### src/rtl/ascm_ram.sv
// Generic single-write, single-read RAM with registered read data.
// No dependencies; holds one copy of the class-size table.
`timescale 1ns / 1ps
`default_nettype none

module ascm_ram #(
  parameter int unsigned WIDTH = 18,
  parameter int unsigned DEPTH = 75
) (
  input  logic                                   clk_i,
  input  logic                                   we_i,
  input  logic [((DEPTH > 1) ? $clog2(DEPTH) : 1)-1:0] waddr_i,
  input  logic [WIDTH-1:0]                       wdata_i,
  input  logic [((DEPTH > 1) ? $clog2(DEPTH) : 1)-1:0] raddr_i,
  output logic [WIDTH-1:0]                       rdata_o
);

  logic [WIDTH-1:0] mem [DEPTH];
  logic [WIDTH-1:0] rdata_q;

  always_ff @(posedge clk_i) begin
    if (we_i) begin
      mem[waddr_i] <= wdata_i;
    end
    rdata_q <= mem[raddr_i];
  end

  assign rdata_o = rdata_q;

endmodule

`default_nettype wire

### config.mk
export PLATFORM = sky130hd
export DESIGN_NAME = ascm_ram
export DESIGN_NICKNAME = d
export VERILOG_FILES = /design/src/rtl/ascm_ram.sv
export SDC_FILE = /design/constraint.sdc
export NUM_CORES = 1
export LEC_CHECK = 0
export ABC_AREA = 0
export BUFFER_PORTS_ARGS = -buffer_cell sky130_fd_sc_hd__buf_2
export CAP_MARGIN = 20
export CORE_AREA = 2 2 300 302
export DETAILED_ROUTE_END_ITERATION = 12
export DIE_AREA = 0 0 302 304
export PLACE_DENSITY = 0.79
export SKIP_CTS_REPAIR_TIMING = 1
export SYNTH_ARGS = -nofsm -noshare
export SYNTH_HDL_FRONTEND = slang
export SYNTH_SLANG_ARGS = --single-unit
### constraint.sdc
create_clock -name clk_i -period 5.1 [get_ports clk_i]
set_input_delay 0.51 -clock clk_i [delete_from_list [all_inputs] [get_ports clk_i]]
set_output_delay 0.51 -clock clk_i [all_outputs]
set_load 0.01 [all_outputs]
==> impl_metrics.py, run 1 <==
metrics = {
    "placed_design": {
        "post_dp_cell_area_mm2": 0.0549,
        "pre_cts_ws_ns": 1.09,
        "gp_congestion": 0.876,
        "portBuffers": 51,
        "dp.final_hpwl_mm": 73.4,
    },
    "outcome": {
        "status": "complete, no violations",
    },
    "global_route": {
        "grt_pass1_wl_mm": 187,
        "grt_pass1_vias": 27094,
        "antenna_found_initial": 7,
        "grt_start_max_net_pins": 106,
        "grt_overflow": 0,
        "grt_usage": 0.286,
    },
    "routing": {
        "first_pass_iters": 5,
        "routed_wl_mm": 129,
        "wl_per_cell_um": 31.5,
        "drc": 0,
        "avgViaCountPerCell": 6.65,
        "num_vias": 27264,
        "drt_iter0_drc": 4067,
        "antenna_left": 0,
    },
    "cells_and_area": {
        "fin_nets": 2859,
        "final_layout_size_suffix_gt1_frac": 0.238,
        "fill_cells": 5544,
        "syn_to_final_growth_pct": 11.6,
        "postLayoutCoreUtil": 0.662,
        "final_area_mm2": 0.0589,
    },
    "timing": {
        "drv_slew": 0,
        "hold_viol_final": 0,
        "slew_headroom": 0.234,
        "worst_slack_ns": 1.75,
        "clock_skew_ns": 0.0228,
        "period_share": 0.657,
        "fin_setup_tns_ns": 0,
        "rsz0062_at_grt": "no",
        "timing.final.crit_period_ns": 3.35,
        "worstMarginPinSlew_ns": 1.14,
        "clock.fmax_ghz": 0.298,
        "finalSetupViolCount": 0,
    },
    "hold_path": {
        "hp-class": "primary input to flop",
        "hold_path.startpoint": "waddr_i[2]",
    },
    "clocking": {
        "insertion_delay_ns": 0.75,
        "tritoncts.num_buffers": 133,
        "cts_buffer_depth": 3,
        "tritoncts": "built",
        "root_buffer": "clkbuf_16",
        "cts.sinks": 1368,
        "cts.reportedPaths.clkPinSlew_ns": 0.06,
        "h-tree-depth": 4,
    },
    "yosys": {
        "synth_edf_count": 1350,
        "synth.distinct_cells": 37,
        "ys_top_cells_by_count": "1350 x edfxtp_1, 198 x mux2i_1, 179 x mux4_2",
        "netlist_top_cells_area": "edfxtp_1 77%, mux4_2 7.6%, mux2i_1 3.8%, mux2_2 3.1%, o22ai_1 1.5%",
        "synth_area_mm2": 0.0528,
        "synthCells": 2662,
        "synth_warnings": 0,
        "synth_nets": 2696,
        "synth.most_common_cell": "edfxtp_1",
        "ys_seq_elements": 1368,
        "synthFlopType": "edfxtp_1",
        "synth_top_area_cell": "edfxtp_1",
        "async_flop_share": 0,
        "ys_seq_area_frac": 0.774,
        "avgSynthCellArea_um2": 19.8,
        "yosysTopAreaCellShare": 0.768,
    },
    "flow_run": {
        "max_cap_viol_count": 0,
    },
    "power_and_ir_drop": {
        "ir_drop_v": 0.000354,
        "p_per_area_mw_per_mm2": 388,
        "clkPwrFrac": 0.406,
        "swShare": 0.216,
        "p_switching_mw": 4.94,
        "p_int_mw": 17.9,
        "sequentialPowerShare": 0.544,
        "p_comb_frac": 0.049,
        "cellLeakagePower_nw": 19.1,
    },
    "worst_setup_path": {
        "critPathBufInv": 2,
        "cp_top_family": "simple AND/OR/NAND/NOR gates",
        "critPathArrivalTime_ns": 3.93,
        "end_kind": "flop",
        "cp.required_ns": 5.68,
        "slowest_stage": "nor4_1",
        "worstPathMaxFanout": 32,
        "crit_chain": "buf_2, nand4bb_1, buf_4, o22ai_1, or4_1, nor4_1, o21ai_1",
        "r2r_start": "mem[54][12]",
        "start_kind": "primary input",
        "path_class": "primary input to flop",
        "cp-startpoint": "raddr_i[5]",
        "slowest_delay_ns": 1.01,
    },
    "die": {
        "core_area_mm2": 0.0890,
        "dieArea_mm2": 0.0918,
        "io_pins": 52,
        "initial_utilization": 0.593,
        "die_w_um": 302,
        "die_h_um": 304,
        "num_rows": 110,
    },
}
[per-stage QoR]
step                      hold slack, ns  power [mW]  cells
after floorplan                    0.602        13.3   2662
after global placement             0.647        13.8   3862
after detailed placement           0.671        13.8   3866
after CTS                          0.340        22.9   4101
after global routing               0.392        23.4   4101
final                              0.385        22.9   4102
[placed cells by master (no fill, tap or decap), types with 4 or more instances in the layout]
master,count
inv_6,5
dfxtp_1,18
buf_2,49
clkinv_1,25
clkinv_8,5
edfxtp_1,1350
nor3_2,5
buf_4,118
nor2b_1,30
bufinv_16,5
nand2_1,83
o211a_1,18
clkinv_2,21
a22oi_1,19
buf_8,4
o21ai_1,10
clkbuf_1,33
nor2_1,92
nand3_1,23
or4_1,18
buf_12,7
inv_16,5
nor3_1,35
mux2_2,145
nor4_1,19
o22ai_1,124
a21oi_1,36
mux2i_1,198
a211oi_1,37
nand2b_1,22
mux4_2,179
o21ai_0,27
clkbuf_16,134
[flip-flops by register name, summed over array words and instances, names as in the netlist]
name	flops
rdata_o	18
mem	1350
[metal layers]
layer  wire (µm)  GRT usage  vias up
met1       47600      0.413    14006
met5          92          0        -
met3       15500     0.0582      227
li1            -          -    11208
met4        4170     0.0973        8
met2       61900      0.442     1815
[power by group through the flow]
stage          logic, mW  registers, mW  clock network, mW
2_1_floorplan      0.593           12.7                  0
3_3_place_gp        1.07           12.7                  0
3_5_place_dp        1.11           12.7                  0
4_1_cts             1.12           12.5               9.36
5_1_grt             1.18           12.4               9.78
6_report            1.12           12.5               9.30
[layout make-up]
class	instances	area, µm²	share of cell area
clock inverter	67	582	0.00987
sequential	1368	40900	0.694
multi-input combinational	1143	11100	0.189
antenna	1	2.50	0.0000425
timing repair buffer	179	1340	0.0228
tap	1176	1470	0.0250
clock buffer	168	3490	0.0592
[final timing paths]
| kind | depth (start not counted) | slack (ns) | to |
|---|---|---|---|
| max reg2reg | 5 | 2.42 | rdata_o[12] |
| min | 2 | 0.39 | mem[40][12] |
| min reg2reg | 4 | 0.69 | rdata_o[10] |
| max | 7 | 1.75 | rdata_o[12] |
[logic make-up (layout without fill, tap and decap cells)]
kind of cell / count (synthesis) / in the layout / share of synthesized area
flip-flops: 1368 / 1368 / 0.774
AND/OR/NAND/NOR: 349 / 349 / 0.0325
AO/OA/AOI/OAI: 272 / 272 / 0.0331
other: 0 / 1 / 0
multiplexers: 522 / 522 / 0.145
buffers and inverters: 151 / 414 / 0.0152
No activity file was read; power rests on OpenSTA's default activity.
==> run 2, diff against run 1 <==
==> constraint.sdc (replaced) <==
create_clock -name clk_i -period 3.15 [get_ports clk_i]
set_input_delay 0.315 -clock clk_i [delete_from_list [all_inputs] [get_ports clk_i]]
set_output_delay 0.315 -clock clk_i [all_outputs]
set_load 0.01 [all_outputs]
==> run 2 against run 1 <==
Clock power rose by 68%. Highest routed layer unchanged. Non-clock buffer count rose by 54. Register-to-register slack got worse by 1.6 ns. Critical endpoint is now rdata_o[14]. Sequential power rose by 62%. Critical path depth fell by 1. Critical path type is now flop to flop.
==> impl_metrics.py, run 2 (same netlist as run 1, synthesis figures left out) <==
metrics = {
    "global_route": {
        "grt_usage": 0.290,
        "use_met1": 0.396,
        "top_usage_layer": "met2",
        "met3_usage": 0.0825,
        "grt_pass1_wl_mm": 190,
        "antenna_found_initial": 12,
        "grt_overflow": 0,
        "grt_start_max_net_pins": 76,
        "grt_pass1_vias": 27893,
        "use_met2": 0.452,
    },
    "power_and_ir_drop": {
        "p_per_area_mw_per_mm2": 632,
        "p_comb_frac": 0.051,
        "clkPwrFrac": 0.414,
        "swShare": 0.211,
        "cellLeakagePower_nw": 19.5,
        "sequentialPowerShare": 0.535,
        "p_switching_mw": 7.95,
        "p_int_mw": 29.8,
        "ir_drop_v": 0.000587,
        "p_total_mw": 37.7,
    },
    "die": {
        "initial_utilization": 0.593,
        "die_w_um": 302,
        "core_area_mm2": 0.0890,
        "io_pins": 52,
        "num_rows": 110,
        "die_h_um": 304,
        "dieArea_mm2": 0.0918,
    },
    "worst_setup_path": {
        "critPathArrivalTime_ns": 2.88,
        "rrSetupSlack_ns": 0.87,
        "critPathBufInv": 1,
        "worstRegToRegCells": 6,
        "worstPathMaxFanout": 1,
        "crit_chain": "mux2i_1, o22ai_1, or4_1, nor4_1, buf_4, o21ai_1",
        "cp_top_family": "simple AND/OR/NAND/NOR gates",
        "slowest_delay_ns": 0.65,
        "start_kind": "flop",
        "path_class": "flop to flop",
        "r2r_start": "mem[23][14]",
        "end_kind": "flop",
        "cp.required_ns": 3.75,
        "r2r_end": "rdata_o[14]",
        "slowest_stage": "nor4_1",
    },
    "timing": {
        "slew_headroom": 0.251,
        "period_share": 0.724,
        "clock.fmax_ghz": 0.439,
        "timing.final.crit_period_ns": 2.28,
        "worstMarginPinSlew_ns": 1.12,
        "finalSetupViolCount": 0,
        "fin_setup_tns_ns": 0,
        "drv_slew": 0,
        "hold_viol_final": 0,
        "clock_skew_ns": 0.0302,
        "rsz0062_at_grt": "no",
    },
    "clocking": {
        "cts.reportedPaths.clkPinSlew_ns": 0.06,
        "h-tree-depth": 4,
        "root_buffer": "clkbuf_16",
        "cts_buffer_depth": 3,
        "tritoncts.num_buffers": 132,
        "tritoncts": "built",
        "insertion_delay_ns": 0.76,
        "cts.sinks": 1368,
    },
    "cells_and_area": {
        "top_register": "mem",
        "largest_reg_flops": 1350,
        "final_cell_mix": "1350 x edfxtp_1, 198 x mux2i_1, 179 x mux4_2, 162 x buf_4, 145 x mux2_2",
        "postLayoutCoreUtil": 0.670,
        "final_common_cell": "edfxtp_1",
        "fin_nets": 2912,
        "fin_cells": 4161,
        "syn_to_final_growth_pct": 13.0,
        "final_layout_size_suffix_gt1_frac": 0.255,
    },
    "placed_design": {
        "gp_congestion": 0.918,
        "dp.final_hpwl_mm": 77.5,
        "portBuffers": 51,
        "dpl.cell_count": 3920,
    },
    "routing": {
        "antenna_left": 0,
        "routed_wl_mm": 131,
        "drc": 0,
        "first_pass_iters": 9,
        "wl_per_cell_um": 31.4,
        "drt_iter0_drc": 4365,
        "avgViaCountPerCell": 6.67,
        "num_vias": 27748,
    },
    "outcome": {
        "status": "complete, no violations",
    },
    "hold_path": {
        "worstHoldEndpoint": "mem[17][14]",
        "hold_depth": 1,
        "hp-class": "primary input to flop",
        "hold_path.startpoint": "wdata_i[14]",
    },
    "flow_run": {
        "max_cap_viol_count": 0,
    },
}
[run 2: power groups by stage]
| stage | Sequential, mW | Combinational [mW] | Clock, mW |
|---|---|---|---|
| 2_1_floorplan | 20.5 | 0.960 | 0 |
| 3_3_place_gp | 20.5 | 1.81 | 0 |
| 5_1_grt | 20.2 | 2.00 | 16.4 |
| 6_report | 20.2 | 1.92 | 15.6 |
| 3_5_place_dp | 20.5 | 1.87 | 0 |
| 4_1_cts | 20.2 | 1.89 | 15.7 |
[run 2: area by class of cell]
class	count	area, µm²
repair buffers	233	1910
flip-flops and latches	1368	40900
clock inverters	74	731
multi-input cells	1143	11100
fillers	5271	29400
well taps	1176	1470
clock buffers	163	3530
diodes	4	10.0
[run 2: metrics by stage]
stage / hold slack (ns) / setup WS [ns] / instance area [µm²]
finish: 0.0677 / 0.870 / 59700
floorplan: 0.414 / 0.643 / 52800
global route: 0.0788 / 0.864 / 59700
global placement: 0.708 / 0.384 / 55400
detailed placement: 0.703 / 0.297 / 55400
CTS: 0.0571 / 0.972 / 59700
[run 2: routing by layer]
| metal | vias to the layer above | wire length, µm |
|---|---|---|
| li1 | 11327 | - |
| met1 | 14214 | 46800 |
| met2 | 1909 | 62700 |
| met3 | 286 | 16300 |
| met4 | 12 | 4810 |
| met5 | - | 65 |
[run 2: worst register-to-register path, cell delays in order, from the launching register on]
cell,delay (ns)
edfxtp_1,0.38
mux2i_1,0.20
o22ai_1,0.16
or4_1,0.42
nor4_1,0.65
buf_4,0.27
o21ai_1,0.07
[run 2: how the worst max path moves through the flow]
stage	endpoint	depth (start not counted)	startpoint
2_1_floorplan	mem[26][0]	4	waddr_i[6]
3_3_place_gp	rdata_o[14]	8	raddr_i[2]
3_5_place_dp	rdata_o[14]	8	raddr_i[2]
4_1_cts	rdata_o[14]	6	mem[23][14]
5_1_grt	rdata_o[14]	6	mem[54][14]
6_report	rdata_o[14]	6	mem[23][14]
